===== src/rtl/core/ycr_matrix_note.sv =====
`timescale 1ns / 1ps
// holds no logic; the matrix and output scaling live in ycr_matrix.sv
// no dependencies


===== src/rtl/core/ycr_pkg.sv =====
`timescale 1ns / 1ps
// shared constants, pipeline stage numbering and control struct for the
// limited-range ycbcr to rgb converter; no dependencies
package ycr_pkg;

  // sample and output formats
  localparam int IN_W         = 12;
  localparam int CFG_W        = 16;
  localparam int OUT_BITS_DEF = 10;

  // sample_scale reset value and the offset it implies
  localparam int SCALE_RESET = 1023;
  localparam int OFF_W       = CFG_W + 1;
  localparam logic [OFF_W-1:0] OFF_RESET = OFF_W'((SCALE_RESET + 1) / 2);

  // internal widths
  localparam int NUM_W  = 18;  // offset and bias corrected sample
  localparam int NORM_W = 18;  // q1.16 normalized value, signed
  localparam int X_W    = 24;  // dividend of the constant division
  localparam int Q_W    = 16;  // quotient
  localparam int PROD_W = 32;  // q.30 matrix term
  localparam int SUM_W  = 33;  // q.30 matrix sum

  // q1.16 limits
  localparam logic signed [NORM_W-1:0] FRAC_ONE  = NORM_W'(65536);
  localparam logic signed [NORM_W-1:0] FRAC_HALF = NORM_W'(32768);

  // bt.709 coefficients in q2.14
  localparam int COEF_SHIFT = 14;
  localparam logic signed [15:0] COEF_R_CR = 16'sd25802;
  localparam logic signed [15:0] COEF_G_CB = -16'sd3069;
  localparam logic signed [15:0] COEF_G_CR = -16'sd7670;
  localparam logic signed [15:0] COEF_B_CB = 16'sd30403;
  localparam int Q30_SHIFT = 30;

  // limited-range levels at 8 bits, scaled by 2^(OUT_BITS-8)
  localparam int LUMA_FOOT   = 16;
  localparam int LUMA_SPAN   = 219;
  localparam int CHROMA_MID  = 128;
  localparam int CHROMA_HALF = 112;
  localparam int CHROMA_SPAN = 224;

  // pipeline stages
  localparam int NUM_STAGES = 6;
  localparam int ST_NUM   = 0;  // offset and bias
  localparam int ST_RECIP = 1;  // reciprocal multiply
  localparam int ST_NORM  = 2;  // quotient fix-up and clipping
  localparam int ST_PROD  = 3;  // matrix products
  localparam int ST_SUM   = 4;  // matrix sums
  localparam int ST_OUT   = 5;  // scale, clip, output register

  typedef struct packed {
    logic [NUM_STAGES-1:0] ld;   // stage register may load this cycle
    logic [NUM_STAGES-1:0] vld;  // stage register holds a live beat
  } ycr_pipe_t;

endpackage


===== src/rtl/core/ycr_if.sv =====
`timescale 1ns / 1ps
// valid/ready channel interfaces: pixel input, rgb output, config write
// depends on ycr_pkg
interface ycr_pix_if import ycr_pkg::*; ();
  logic                   valid;
  logic                   ready;
  logic signed [IN_W-1:0] luma;
  logic signed [IN_W-1:0] chroma_blue;
  logic signed [IN_W-1:0] chroma_red;

  modport source (output valid, luma, chroma_blue, chroma_red, input ready);
  modport sink   (input valid, luma, chroma_blue, chroma_red, output ready);
endinterface

interface ycr_rgb_if import ycr_pkg::*; #(parameter int OUT_BITS = OUT_BITS_DEF) ();
  logic                valid;
  logic                ready;
  logic [OUT_BITS-1:0] red;
  logic [OUT_BITS-1:0] green;
  logic [OUT_BITS-1:0] blue;

  modport source (output valid, red, green, blue, input ready);
  modport sink   (input valid, red, green, blue, output ready);
endinterface

interface ycr_cfg_if import ycr_pkg::*; ();
  logic             valid;
  logic             ready;
  logic [CFG_W-1:0] data;

  modport source (output valid, data, input ready);
  modport sink   (input valid, data, output ready);
endinterface


===== src/rtl/core/ycbcr_to_rgb_limited_range.sv =====
`timescale 1ns / 1ps
// Limited-range BT.709 YCbCr to RGB converter, one pixel per clock. Each
// accepted beat carries three zero-centred 12-bit samples; sample_scale sets
// an offset of (sample_scale+1)/2 that is added to every sample first. Luma
// and chroma are normalized to q1.16 against the limited-range levels
// (scaled by 2^(OUT_BITS-8)), run through the matrix with q2.14
// coefficients and scaled to 0..2^OUT_BITS-1 with clipping. The pipeline
// is six register stages deep, and with the sink ready a new beat is taken
// every cycle. Each stage holds while the one after it is stalled and fills
// when empty, so bubbles collapse and input is still taken while a result
// waits, until every stage holds a beat.
// Config writes are always accepted; write only while no pixel is in flight.
// Depends on ycr_pkg, ycr_if and the ycr_* submodules.
module ycbcr_to_rgb_limited_range import ycr_pkg::*; #(
  parameter int OUT_BITS = OUT_BITS_DEF
) (
  input  logic clk,
  input  logic rst_n,
  ycr_pix_if.sink   in_px,
  ycr_rgb_if.source out_rgb,
  ycr_cfg_if.sink   cfg_wr
);

  localparam int ND = 1 << (OUT_BITS - 8);
  localparam logic signed [NUM_W-1:0] Y_BIAS = NUM_W'(LUMA_FOOT * ND);
  localparam logic signed [NUM_W-1:0] C_BIAS = NUM_W'(CHROMA_MID * ND);

  // offset register, kept as (sample_scale+1)/2 rather than the raw scale
  logic [OFF_W-1:0] off_r;

  assign cfg_wr.ready = 1'b1;

  always_ff @(posedge clk) begin
    if (!rst_n) begin
      off_r <= OFF_RESET;
    end else if (cfg_wr.valid) begin
      off_r <= OFF_W'((18'(cfg_wr.data) + 18'd1) >> 1);
    end
  end

  // stage control
  ycr_pipe_t pipe;

  ycr_pipe_ctrl u_ctrl (
    .clk       (clk),
    .rst_n     (rst_n),
    .in_valid  (in_px.valid),
    .out_ready (out_rgb.ready),
    .pipe      (pipe)
  );

  assign in_px.ready   = pipe.ld[ST_NUM];
  assign out_rgb.valid = pipe.vld[ST_OUT];

  // first stage: add the offset, remove the black level or chroma midpoint
  logic signed [NUM_W-1:0] off_s;
  logic signed [NUM_W-1:0] v_y, v_cb, v_cr;
  logic signed [NUM_W-1:0] num_y_r, num_cb_r, num_cr_r;

  always_comb begin
    off_s = signed'(NUM_W'(off_r));
    v_y   = NUM_W'(in_px.luma) + off_s;
    v_cb  = NUM_W'(in_px.chroma_blue) + off_s;
    v_cr  = NUM_W'(in_px.chroma_red) + off_s;
  end

  always_ff @(posedge clk) begin
    if (pipe.ld[ST_NUM]) begin
      num_y_r  <= v_y - Y_BIAS;
      num_cb_r <= v_cb - C_BIAS;
      num_cr_r <= v_cr - C_BIAS;
    end
  end

  // normalization, two stages per component
  logic signed [NORM_W-1:0] y_n, cb_n, cr_n;

  ycr_norm #(.OUT_BITS(OUT_BITS), .IS_CHROMA(1'b0)) u_norm_y (
    .clk  (clk),
    .pipe (pipe),
    .num  (num_y_r),
    .norm (y_n)
  );

  ycr_norm #(.OUT_BITS(OUT_BITS), .IS_CHROMA(1'b1)) u_norm_cb (
    .clk  (clk),
    .pipe (pipe),
    .num  (num_cb_r),
    .norm (cb_n)
  );

  ycr_norm #(.OUT_BITS(OUT_BITS), .IS_CHROMA(1'b1)) u_norm_cr (
    .clk  (clk),
    .pipe (pipe),
    .num  (num_cr_r),
    .norm (cr_n)
  );

  // matrix, scaling and output register
  ycr_matrix #(.OUT_BITS(OUT_BITS)) u_matrix (
    .clk   (clk),
    .pipe  (pipe),
    .y     (y_n),
    .cb    (cb_n),
    .cr    (cr_n),
    .red   (out_rgb.red),
    .green (out_rgb.green),
    .blue  (out_rgb.blue)
  );

endmodule


===== src/rtl/core/ycr_pipe_ctrl.sv =====
`timescale 1ns / 1ps
// per-stage valid bits and load enables for the converter pipeline
// depends on ycr_pkg
module ycr_pipe_ctrl import ycr_pkg::*; (
  input  logic      clk,
  input  logic      rst_n,
  input  logic      in_valid,
  input  logic      out_ready,
  output ycr_pipe_t pipe
);

  logic [NUM_STAGES-1:0] vld_r;
  logic [NUM_STAGES-1:0] vld_nxt;
  logic [NUM_STAGES-1:0] ld;

  // a stage loads when empty or when its content moves on
  always_comb begin
    ld[NUM_STAGES-1] = !vld_r[NUM_STAGES-1] || out_ready;
    for (int i = NUM_STAGES - 2; i >= 0; i--) begin
      ld[i] = !vld_r[i] || ld[i+1];
    end
  end

  always_comb begin
    vld_nxt = vld_r;
    if (ld[0]) begin
      vld_nxt[0] = in_valid;
    end
    for (int i = 1; i < NUM_STAGES; i++) begin
      if (ld[i]) begin
        vld_nxt[i] = vld_r[i-1];
      end
    end
  end

  always_ff @(posedge clk) begin
    if (!rst_n) begin
      vld_r <= '0;
    end else begin
      vld_r <= vld_nxt;
    end
  end

  assign pipe.ld  = ld;
  assign pipe.vld = vld_r;

`ifndef ASSERT_OFF
  // full pipe with a stalled sink must refuse input
  a_full_stall: assert property (@(posedge clk) disable iff (!rst_n)
    ((&vld_r) && !out_ready) |-> !ld[0])
    else $error("input taken while pipeline full and stalled");

  // empty pipe always takes input
  a_empty_ready: assert property (@(posedge clk) disable iff (!rst_n)
    !(|vld_r) |-> ld[0])
    else $error("empty pipeline not ready");

  // a stalled output beat stays put
  a_out_hold: assert property (@(posedge clk) disable iff (!rst_n)
    (vld_r[NUM_STAGES-1] && !out_ready) |=> vld_r[NUM_STAGES-1])
    else $error("output beat dropped while stalled");
`endif

endmodule


===== src/rtl/core/ycr_norm.sv =====
`timescale 1ns / 1ps
// normalizes one bias-corrected sample to q1.16 with clipping; the
// constant division is a reciprocal multiply and one fix-up step
// depends on ycr_pkg, driven by ycr_pipe_ctrl stage enables
module ycr_norm import ycr_pkg::*; #(
  parameter int OUT_BITS  = OUT_BITS_DEF,
  parameter bit IS_CHROMA = 1'b0
) (
  input  logic                     clk,
  input  ycr_pipe_t                pipe,
  input  logic signed [NUM_W-1:0]  num,
  output logic signed [NORM_W-1:0] norm
);

  localparam int K  = OUT_BITS - 8;
  localparam int ND = 1 << K;
  // x = |num| * 2^16 / nd, reduced by the common power of two
  localparam int D  = IS_CHROMA ? (CHROMA_SPAN / 32) : LUMA_SPAN;
  localparam int SH = IS_CHROMA ? (11 - K) : (16 - K);
  localparam logic [31:0] RECIP = 32'((64'd1 << 32) / D);
  localparam logic signed [NUM_W-1:0] HI_LIM =
    NUM_W'(IS_CHROMA ? (CHROMA_HALF * ND) : (LUMA_SPAN * ND));
  localparam logic signed [NUM_W-1:0] LO_LIM =
    NUM_W'(IS_CHROMA ? -(CHROMA_HALF * ND) : 0);

  // reciprocal stage
  logic             lo_nxt, hi_nxt, neg_nxt;
  logic [NUM_W-1:0] mag;
  logic [X_W-1:0]   x_nxt;
  logic [55:0]      prod;
  logic             lo_r, hi_r, neg_r;
  logic [X_W-1:0]   x_r;
  logic [Q_W-1:0]   q0_r;

  always_comb begin
    lo_nxt  = (num <= LO_LIM);
    hi_nxt  = (num >= HI_LIM);
    neg_nxt = num[NUM_W-1];
    mag     = neg_nxt ? NUM_W'(-num) : NUM_W'(num);
    x_nxt   = X_W'(mag[Q_W-1:0]) << SH;
    prod    = 56'(x_nxt) * 56'(RECIP);
  end

  always_ff @(posedge clk) begin
    if (pipe.ld[ST_RECIP]) begin
      lo_r  <= lo_nxt;
      hi_r  <= hi_nxt;
      neg_r <= neg_nxt;
      x_r   <= x_nxt;
      q0_r  <= prod[32 +: Q_W];
    end
  end

  // fix-up stage: the estimate is the quotient or one below
  logic [X_W-1:0]    rem;
  logic [Q_W-1:0]    q;
  logic [NORM_W-1:0] q_ext;
  logic signed [NORM_W-1:0] norm_nxt;
  logic signed [NORM_W-1:0] norm_r;

  always_comb begin
    rem   = x_r - X_W'(X_W'(q0_r) * X_W'(D));
    q     = (rem >= X_W'(D)) ? Q_W'(q0_r + Q_W'(1)) : q0_r;
    q_ext = NORM_W'(q);
    if (IS_CHROMA) begin
      if (hi_r) begin
        norm_nxt = FRAC_HALF;
      end else if (lo_r) begin
        norm_nxt = -FRAC_HALF;
      end else begin
        norm_nxt = neg_r ? -signed'(q_ext) : signed'(q_ext);
      end
    end else begin
      if (lo_r) begin
        norm_nxt = '0;
      end else if (hi_r) begin
        norm_nxt = FRAC_ONE;
      end else begin
        norm_nxt = signed'(q_ext);
      end
    end
  end

  always_ff @(posedge clk) begin
    if (pipe.ld[ST_NORM]) begin
      norm_r <= norm_nxt;
    end
  end

  assign norm = norm_r;

`ifndef ASSERT_OFF
  // reciprocal estimate off by at most one
  a_recip_err: assert property (@(posedge clk)
    (pipe.vld[ST_RECIP] && !lo_r && !hi_r) |-> (rem < X_W'(2 * D)))
    else $error("reciprocal quotient estimate out of range");

  // normalized value inside its clip range
  a_norm_range: assert property (@(posedge clk)
    pipe.vld[ST_NORM] |->
      (IS_CHROMA ? (norm_r >= -FRAC_HALF && norm_r <= FRAC_HALF)
                 : (norm_r >= 0 && norm_r <= FRAC_ONE)))
    else $error("normalized sample outside clip range");
`endif

endmodule


===== src/rtl/core/ycr_matrix.sv =====
`timescale 1ns / 1ps
// bt.709 matrix on q1.16 inputs, then scale to the output range and clip
// depends on ycr_pkg, driven by ycr_pipe_ctrl stage enables
module ycr_matrix import ycr_pkg::*; #(
  parameter int OUT_BITS = OUT_BITS_DEF
) (
  input  logic                     clk,
  input  ycr_pipe_t                pipe,
  input  logic signed [NORM_W-1:0] y,
  input  logic signed [NORM_W-1:0] cb,
  input  logic signed [NORM_W-1:0] cr,
  output logic [OUT_BITS-1:0]      red,
  output logic [OUT_BITS-1:0]      green,
  output logic [OUT_BITS-1:0]      blue
);

  localparam int SC_W = SUM_W + OUT_BITS;
  localparam logic [OUT_BITS-1:0] MAXV = OUT_BITS'((1 << OUT_BITS) - 1);

  // product stage
  logic signed [NORM_W+15:0] p_rcr, p_gcb, p_gcr, p_bcb;
  logic signed [PROD_W-1:0]  yb_r, p_rcr_r, p_gcb_r, p_gcr_r, p_bcb_r;

  always_comb begin
    p_rcr = cr * COEF_R_CR;
    p_gcb = cb * COEF_G_CB;
    p_gcr = cr * COEF_G_CR;
    p_bcb = cb * COEF_B_CB;
  end

  always_ff @(posedge clk) begin
    if (pipe.ld[ST_PROD]) begin
      yb_r    <= PROD_W'(y) <<< COEF_SHIFT;
      p_rcr_r <= PROD_W'(p_rcr);
      p_gcb_r <= PROD_W'(p_gcb);
      p_gcr_r <= PROD_W'(p_gcr);
      p_bcb_r <= PROD_W'(p_bcb);
    end
  end

  // sum stage
  logic signed [SUM_W-1:0] sr_r, sg_r, sb_r;

  always_ff @(posedge clk) begin
    if (pipe.ld[ST_SUM]) begin
      sr_r <= SUM_W'(yb_r) + SUM_W'(p_rcr_r);
      sg_r <= SUM_W'(yb_r) + SUM_W'(p_gcb_r) + SUM_W'(p_gcr_r);
      sb_r <= SUM_W'(yb_r) + SUM_W'(p_bcb_r);
    end
  end

  // floor(sum * maxv / 2^30), zero at or below zero, saturating
  function automatic logic [OUT_BITS-1:0] to_out(input logic signed [SUM_W-1:0] s);
    logic [SC_W-1:0] su;
    logic [SC_W-1:0] sc;
    logic [SC_W-1:0] t;
    su = SC_W'(unsigned'(s));
    sc = (su << OUT_BITS) - su;
    t  = sc >> Q30_SHIFT;
    if (s[SUM_W-1] || s == '0) begin
      return '0;
    end else if (t >= SC_W'(MAXV)) begin
      return MAXV;
    end else begin
      return t[OUT_BITS-1:0];
    end
  endfunction

  // output register
  logic [OUT_BITS-1:0] red_r, green_r, blue_r;

  always_ff @(posedge clk) begin
    if (pipe.ld[ST_OUT]) begin
      red_r   <= to_out(sr_r);
      green_r <= to_out(sg_r);
      blue_r  <= to_out(sb_r);
    end
  end

  assign red   = red_r;
  assign green = green_r;
  assign blue  = blue_r;

endmodule


===== src/flat_wrapper.sv =====
// flat-port wrapper written by rule: the top's interface ports become plain ports
module ycbcr_to_rgb_limited_range_flat import ycr_pkg::*;
#(
  parameter int OUT_BITS = OUT_BITS_DEF
)
  (clk, rst_n, in_px_valid, in_px_luma, in_px_chroma_blue, in_px_chroma_red, in_px_ready, out_rgb_valid, out_rgb_red, out_rgb_green, out_rgb_blue, out_rgb_ready, cfg_wr_valid, cfg_wr_data, cfg_wr_ready);
  ycr_pix_if in_px_i ();
  ycr_rgb_if #(.OUT_BITS(OUT_BITS)) out_rgb_i ();
  ycr_cfg_if cfg_wr_i ();
  input  logic clk;
  input  logic rst_n;
  input wire logic [$bits(in_px_i.valid)-1:0] in_px_valid;
  input wire logic [$bits(in_px_i.luma)-1:0] in_px_luma;
  input wire logic [$bits(in_px_i.chroma_blue)-1:0] in_px_chroma_blue;
  input wire logic [$bits(in_px_i.chroma_red)-1:0] in_px_chroma_red;
  output wire logic [$bits(in_px_i.ready)-1:0] in_px_ready;
  output wire logic [$bits(out_rgb_i.valid)-1:0] out_rgb_valid;
  output wire logic [$bits(out_rgb_i.red)-1:0] out_rgb_red;
  output wire logic [$bits(out_rgb_i.green)-1:0] out_rgb_green;
  output wire logic [$bits(out_rgb_i.blue)-1:0] out_rgb_blue;
  input wire logic [$bits(out_rgb_i.ready)-1:0] out_rgb_ready;
  input wire logic [$bits(cfg_wr_i.valid)-1:0] cfg_wr_valid;
  input wire logic [$bits(cfg_wr_i.data)-1:0] cfg_wr_data;
  output wire logic [$bits(cfg_wr_i.ready)-1:0] cfg_wr_ready;
  assign in_px_i.valid = in_px_valid;
  assign in_px_i.luma = in_px_luma;
  assign in_px_i.chroma_blue = in_px_chroma_blue;
  assign in_px_i.chroma_red = in_px_chroma_red;
  assign in_px_ready = in_px_i.ready;
  assign out_rgb_valid = out_rgb_i.valid;
  assign out_rgb_red = out_rgb_i.red;
  assign out_rgb_green = out_rgb_i.green;
  assign out_rgb_blue = out_rgb_i.blue;
  assign out_rgb_i.ready = out_rgb_ready;
  assign cfg_wr_i.valid = cfg_wr_valid;
  assign cfg_wr_i.data = cfg_wr_data;
  assign cfg_wr_ready = cfg_wr_i.ready;
  ycbcr_to_rgb_limited_range #(.OUT_BITS(OUT_BITS)) u_core (.clk(clk), .rst_n(rst_n), .in_px(in_px_i), .out_rgb(out_rgb_i), .cfg_wr(cfg_wr_i));
endmodule

===== config.mk =====
export PLATFORM = sky130hd
export DESIGN_NAME = ycbcr_to_rgb_limited_range_flat
export DESIGN_NICKNAME = d
export VERILOG_FILES = /design/src/rtl/core/ycr_matrix_note.sv /design/src/rtl/core/ycr_pkg.sv /design/src/rtl/core/ycr_if.sv /design/src/rtl/core/ycbcr_to_rgb_limited_range.sv /design/src/rtl/core/ycr_pipe_ctrl.sv /design/src/rtl/core/ycr_norm.sv /design/src/rtl/core/ycr_matrix.sv /design/src/flat_wrapper.sv
export SDC_FILE = /design/constraint.sdc
export NUM_CORES = 2
export LEC_CHECK = 0
export ABC_AREA = 0
export BUFFER_PORTS_ARGS = -buffer_cell sky130_fd_sc_hd__buf_2
export CAP_MARGIN = 10
export CORE_ASPECT_RATIO = 0.75
export CORE_MARGIN = 1.5
export CORE_UTILIZATION = 60
export CTS_CLUSTER_SIZE = 10
export DETAILED_ROUTE_END_ITERATION = 10
export PLACE_DENSITY = 0.81
export SLEW_MARGIN = 0
export SYNTH_ARGS = -nofsm -noshare
export SYNTH_HDL_FRONTEND = slang
export SYNTH_SLANG_ARGS = --single-unit
export TNS_END_PERCENT = 30

===== constraint.sdc =====
create_clock -name clk -period 10.5 [get_ports clk]
set_input_delay 0.525 -clock clk [delete_from_list [all_inputs] [get_ports clk]]
set_output_delay 0.525 -clock clk [all_outputs]
set_load 0.005 [all_outputs]

; ---- Word-level counts from Yosys, hierarchy flattened
; Index checks and enable logic that the tools add are counted.
[classes]
addsub = 25
mul = 10
n_div = 0
order_cmp = 12
n_eq_ne = 0
shift = 0
n_mux = 14
n_bitwise = 0
n_reduce_logical = 21
[ops]
columns = operator, n
row1 = $sub 43x33->43, 3
row2 = $logic_not 33->1, 3
row3 = $mul 15x28->37 const B, 2
row4 = $mux 18, 4
row5 = $add 32x32->33, 2
row6 = $mul 18x13->31 const B, 2
row7 = $add 12x18->18, 3
row8 = $add 16x1->16 const B, 3
row9 = $ge 24x3->1 const B, 2
row10 = $mux 16, 3
row11 = $sub 24x19->24, 2
row12 = $mux 10, 4
row13 = $ge 13x10->1 const B, 3
row14 = $mul 16x3->19 const B, 2
row15 = $ge 18x10->1 const B, 2
row16 = $le 18x10->1 const B, 2
row17 = $neg 16->18, 2
row18 = $sub 18x11->18 const B, 2
row19 = $add 32x31->33, 1
row20 = $add 33x32->33, 1
row21 = $mul 10x24->33 const B, 1
row22 = $mul 18x16->32 const B, 1
row23 = $mul 18x15->31 const B, 1
row24 = $mux 15, 2
row25 = other kinds (13), 29
[word_totals]
register_bits = 499
latchBits = 0
ram_bits = 0
rom_bits = 0
inputBits = 57
out_inout_bits = 33
word_cells = 123
n_memories = 0

; ---- Longest topological paths before layout
[logic_depth]
depth_word = 7
depth_mapped = 27
ltp_nobuf = 27

; ---- By module
; A second synthesis with hierarchy kept.
[unflattened]
cells_unflattened = 6186
hier_area_um2 = 60664.4
[modules_own_cells]
columns = mod, instances, cells_per_inst, area_per_inst_um2, seq_area_each_um2
row1 = ycr_matrix, 1, 3104, 31727.9, 7807.5
row2 = ycr_norm at u_core.u_norm_y, 1, 864, 8176.6, 1351.3
row3 = ycr_norm at u_core.u_norm_cr, 1, 854, 7662.3, 1561.5
row4 = ycr_norm at u_core.u_norm_cb, 1, 817, 7538.5, 1561.5
row5 = ycbcr_to_rgb_limited_range, 1, 521, 5325.1, 1941.9
row6 = ycr_pipe_ctrl, 1, 26, 234.0, 120.1

; ---- Worst setup path after synthesis
; No wires, ideal clock.
[synth_timing]
kind = register to register
startpoint = register u_core.num_cr_r[0]
endpoint = register u_core.u_norm_cr.q0_r[15] (data pin)
setup_ps = 260
arrival_time_ps = 5917
required_ps = 10240
slack_ps = 4323
path_stages_with_launch = 23
n_path_buf = 0
period_less_slack_ps = 6177
path_cell_list = edfxtp_1 -> nor3_1 -> nand2_1 -> or3_1 -> or3_1 -> o41ai_1 -> xnor2_1 -> ha_1 -> inv_1 -> fa_1 -> inv_1 -> fa_1 -> fa_1 -> ha_1 -> ha_1 -> a21o_1 -> a21oi_1 -> o211ai_1 -> a21oi_1 -> o21ai_0 -> a2111o_1 -> a21oi_1 -> xnor2_1
[synth_between]
elab_chain_cells = 3
[synth_lines]
columns = element, line
row1 = from (decl), ycbcr_to_rgb_limited_range.sv:58  ; logic signed [NUM_W-1:0] num_y_r, num_cb_r, num_cr_r;
row2 = from (signal assigned), ycbcr_to_rgb_limited_range.sv:71  ; num_cr_r <= v_cr - C_BIAS;
row3 = $neg 15->15, ycr_norm.sv:39  ; mag = neg_nxt ? NUM_W'(-num) : NUM_W'(num);
row4 = $mux 15, ycr_norm.sv:39
row5 = net u_core.u_norm_cr.mag[13], ycr_norm.sv:28  ; logic [NUM_W-1:0] mag;
row6 = $mul 15x28->37, ycr_norm.sv:41  ; prod = 56'(x_nxt) * 56'(RECIP);
row7 = net u_core.u_norm_cr.prod[47], ycr_norm.sv:30  ; logic [55:0] prod;
row8 = to (signal assigned), ycr_norm.sv:50  ; q0_r <= prod[32 +: Q_W];
row9 = to (decl), ycr_norm.sv:33  ; logic [Q_W-1:0] q0_r;
; The timed path passes the listed nets, and every way through them passes these cells.
; A chain may end at the register's enable or synchronous reset.

; ---- Worst setup path in the final report
[layout_timing]
startpoint = register u_core.num_y_r[0]
endpoint = register u_core.u_norm_y.q0_r[14] (data pin)
[layout_between]
elab_chain_cells = 3
[layout_lines]
columns = element, line
row1 = from (decl), ycbcr_to_rgb_limited_range.sv:58
row2 = from (signal assigned), ycbcr_to_rgb_limited_range.sv:69  ; num_y_r <= v_y - Y_BIAS;
row3 = $neg 10->10, ycr_norm.sv:39
row4 = $mux 10, ycr_norm.sv:39
row5 = net u_core.u_norm_y.mag[8], ycr_norm.sv:28
row6 = $mul 10x24->33, ycr_norm.sv:41
row7 = net u_core.u_norm_y.prod[46], ycr_norm.sv:30
row8 = to (signal assigned), ycr_norm.sv:50
row9 = to (decl), ycr_norm.sv:33
; The timed path passes the listed nets, and every way through them passes these cells.

==> flow_summary.ini <==
[worst_setup_path]
worstPathRequired_ns = 10.85
start_kind = register
path_max_fanout = 9
r2r-end = u_core.u_norm_y.q0_r[14]
critPathArrivalTime_ns = 7.79
crit_family = compound AO/OA/AOI/OAI gates
critical_path_buf_inv_count = 3
slowest_delay_ns = 0.64
critPathSlowestCell = edfxtp_1
path_class = reg2reg
crit_path_cell_trace = inv_1 > ha_1 > nand2b_1 > nor3_1 > nand2b_1 > xnor2_1 > ha_1 > inv_1 > fa_1 > fa_1 > inv_1 > ha_1 > ha_1 > a21o_1 > a221oi_1 > o31ai_1 > o311ai_0 > a211oi_1 > a2111oi_0 > nor4b_1 > o21a_1 > o21ai_0 > a21boi_0 > xor2_1
crit_path_frequent_cell = ha_1
r2r_slack_ns = 3.06
end_kind = register
rr_startpoint = u_core.num_y_r[0]
reg2reg_depth = 24
crit_start = u_core.num_y_r[0]

[floorplan]
die_w_um = 362
dieArea_sq_um = 98600
ioPinCount = 90
start_util_pct = 60.7
rows = 98
fp.dieH_um = 272
core_sq_um = 95500

[routing]
drc = 0
first_pass_iters = 6
wl_per_cell_um = 18.3
first_iter_violations = 3047
postRouteAntennaNets = 0
routed_via_density = 5.83
vias = 41500
routed_wl_um = 130000

[logic_synthesis]
ys_warn_count = 0
synth_fp_nets = 7401
synth_top_cell_by_area = ha_1
synthCells = 5749
syn-cell-area_sq_um = 58000
ys_seq_elements = 484
async_flop_share_pct = 0
yosysTopAreaCellShare_pct = 24.3
synthFlopType = edfxtp_1
seq_area_frac_synth_pct = 24.7
synth_cell_types = 90
avgSynthCellArea_sq_um = 10.1
synth-edff-count = 462
synth_area_leaders = ha_1, edfxtp_1, fa_1

[layout]
nNetsFinal = 7501
diodes = 0
area_growth_pct = 6.08
design_area_sq_um = 61500
drive_gt1_share_pct = 4.04

[timing]
fin_crit_ns = 7.44
grt_setup_unrepaired = no
tightestPinTransition_ns = 1.16
fmax_mhz = 134
hold_viol_final = 0
finalCritPeriodShare_pct = 70.8
setup_tns_ns = 0
setup_viol = 0
slew_viol_final = 0
final.setup_skew_ns = 0.0475
holdWs_ns = 0.188
slew_headroom_pct = 22.9

[job]
drv_cap = 0

[clocking]
cts.sinks = 484
root_buffer = clkbuf_16
ctsResizeCount = 0
htreeDepth = 2
holdBufCountCts = 0
cts.clk_slew.worst_paths_ns = 0.06
clk_path_buf_depth = 3
numCtsBuffers = 57
cts_tree = yes
clk_latency_ns = 0.65
postCtsSetupBuffers = 0

[worst_hold_path]
hp-class = in2reg
min_from = in_px_chroma_blue[0]
holdPathStages = 2
hold_end = u_core.num_cb_r[0]

[placed_design]
io_buffers = 88
place_congestion = 0.989
dpl_cell_area_sq_um = 59900
hpwl_um = 106000

[global_routing]
overflow = 0
grt_max_degree = 76
grt_pass1_wl_um = 212000
antenna_found_initial = 2
grt_usage_pct = 26.5
grt_pass1_vias = 40900

[run_status]
status = complete, no violations
==> cells by family after synthesis <==
kind of cell / share of synthesized area (%)
XOR/XNOR: 5.87
AO/OA/AOI/OAI: 11.7
flip-flops: 24.7
multiplexers: 0.496
other: 0.00646
buffers and inverters: 7.67
adder cells (fa/ha/maj): 40.4
AND/OR/NAND/NOR: 9.11
==> worst max path at each step <==
stage | end | slack (ns) | depth (start not counted)
2_1_floorplan | u_core.u_norm_cr.q0_r[15] | 4.32 | 22
3_3_place_gp | u_core.u_norm_y.q0_r[14] | 3.29 | 24
3_5_place_dp | u_core.u_norm_y.q0_r[14] | 3.14 | 24
4_1_cts | u_core.u_norm_y.q0_r[14] | 3.13 | 24
5_1_grt | u_core.u_norm_y.q0_r[14] | 2.44 | 24
6_report | u_core.u_norm_y.q0_r[14] | 3.06 | 24
==> metrics by stage <==
stage | utilization [%] | setup slack (ns) | cells
after CTS | 64.4 | 3.13 | 7119
final | 64.4 | 3.06 | 7119
after detailed placement | 62.7 | 3.14 | 7040
after floorplan | - | 4.32 | 5749
after global routing | 64.4 | 2.44 | 7119
after global placement | 62.7 | 3.29 | 7040
==> worst reg2reg max path, cell delays in order, from the launching register on <==
cell,delay (ns)
edfxtp_1,0.64
inv_1,0.22
ha_1,0.26
nand2b_1,0.12
nor3_1,0.08
nand2b_1,0.16
xnor2_1,0.61
ha_1,0.35
inv_1,0.07
fa_1,0.44
fa_1,0.53
inv_1,0.04
ha_1,0.28
ha_1,0.30
a21o_1,0.17
a221oi_1,0.32
o31ai_1,0.20
o311ai_0,0.60
a211oi_1,0.15
a2111oi_0,0.58
nor4b_1,0.14
o21a_1,0.21
o21ai_0,0.32
a21boi_0,0.19
xor2_1,0.18
==> cells in the mapped netlist, types with 43 or more instances <==
| cell type | n |
|---|---|
| nor3_1 | 118 |
| nand3_1 | 92 |
| nor2_1 | 246 |
| ha_1 | 1128 |
| nor4_1 | 44 |
| o21ai_0 | 154 |
| or3_1 | 43 |
| and3_1 | 51 |
| a21o_1 | 111 |
| o21a_1 | 46 |
| edfxtp_1 | 462 |
| nand2_1 | 224 |
| nand4_1 | 46 |
| xnor2_1 | 306 |
| clkbuf_1 | 59 |
| fa_1 | 467 |
| xor2_1 | 83 |
| a21oi_1 | 295 |
| inv_1 | 1118 |
==> flip-flops by register name, summed over array words and instances, names as in the netlist, 26 cells and up <==
signal	flops
u_core.u_matrix.p_bcb_r	27
u_core.u_matrix.p_gcb_r	31
u_core.u_matrix.p_gcr_r	31
u_core.u_matrix.p_rcr_r	26
u_core.u_matrix.sb_r	32
u_core.u_matrix.sg_r	33
u_core.u_matrix.sr_r	32
==> layout make-up <==
type                    count  area [sq um]
well taps                1250          1560
clock buffers              68          1510
flip-flops and latches    484         14300
repair buffers            106           576
fillers                  7313         34000
multi-input cells        4081         39300
clock inverters            11           108
inverters                1119          4200
==> per-layer routing <==
layer / vias to the layer above / share of wire (%) / global-route usage (%)
li1: 20000 / - / -
met1: 19900 / 47 / 38.4
met2: 1320 / 43 / 41.1
met3: 188 / 7.7 / 5.08
met4: 2 / 2.6 / 6.42
met5: - / 0.0054 / 0
==> placed cells by master (no fill, tap or decap), types with 18 or more instances in the layout <==
master / count
ha_1: 1128
inv_1: 1116
fa_1: 467
edfxtp_1: 462
xnor2_1: 306
a21oi_1: 295
nor2_1: 246
nand2_1: 222
o21ai_0: 154
nor3_1: 118
a21o_1: 111
nand3_1: 91
buf_2: 88
xor2_1: 83
clkbuf_16: 58
and3_1: 51
nand4_1: 46
o21a_1: 46
nor4_1: 44
or3_1: 43
o21bai_1: 42
nand2b_1: 41
a31oi_1: 39
a211oi_1: 38
nor2b_1: 34
o211ai_1: 32
or2_2: 27
and2_1: 26
o31ai_1: 26
a21boi_0: 24
mux2i_1: 22
dfxtp_1: 22
or4_1: 18
o211a_1: 18
buf_4: 18
Power is not shown: default switching activity piles up to over one toggle a cycle in this logic, so the estimate is an artifact.
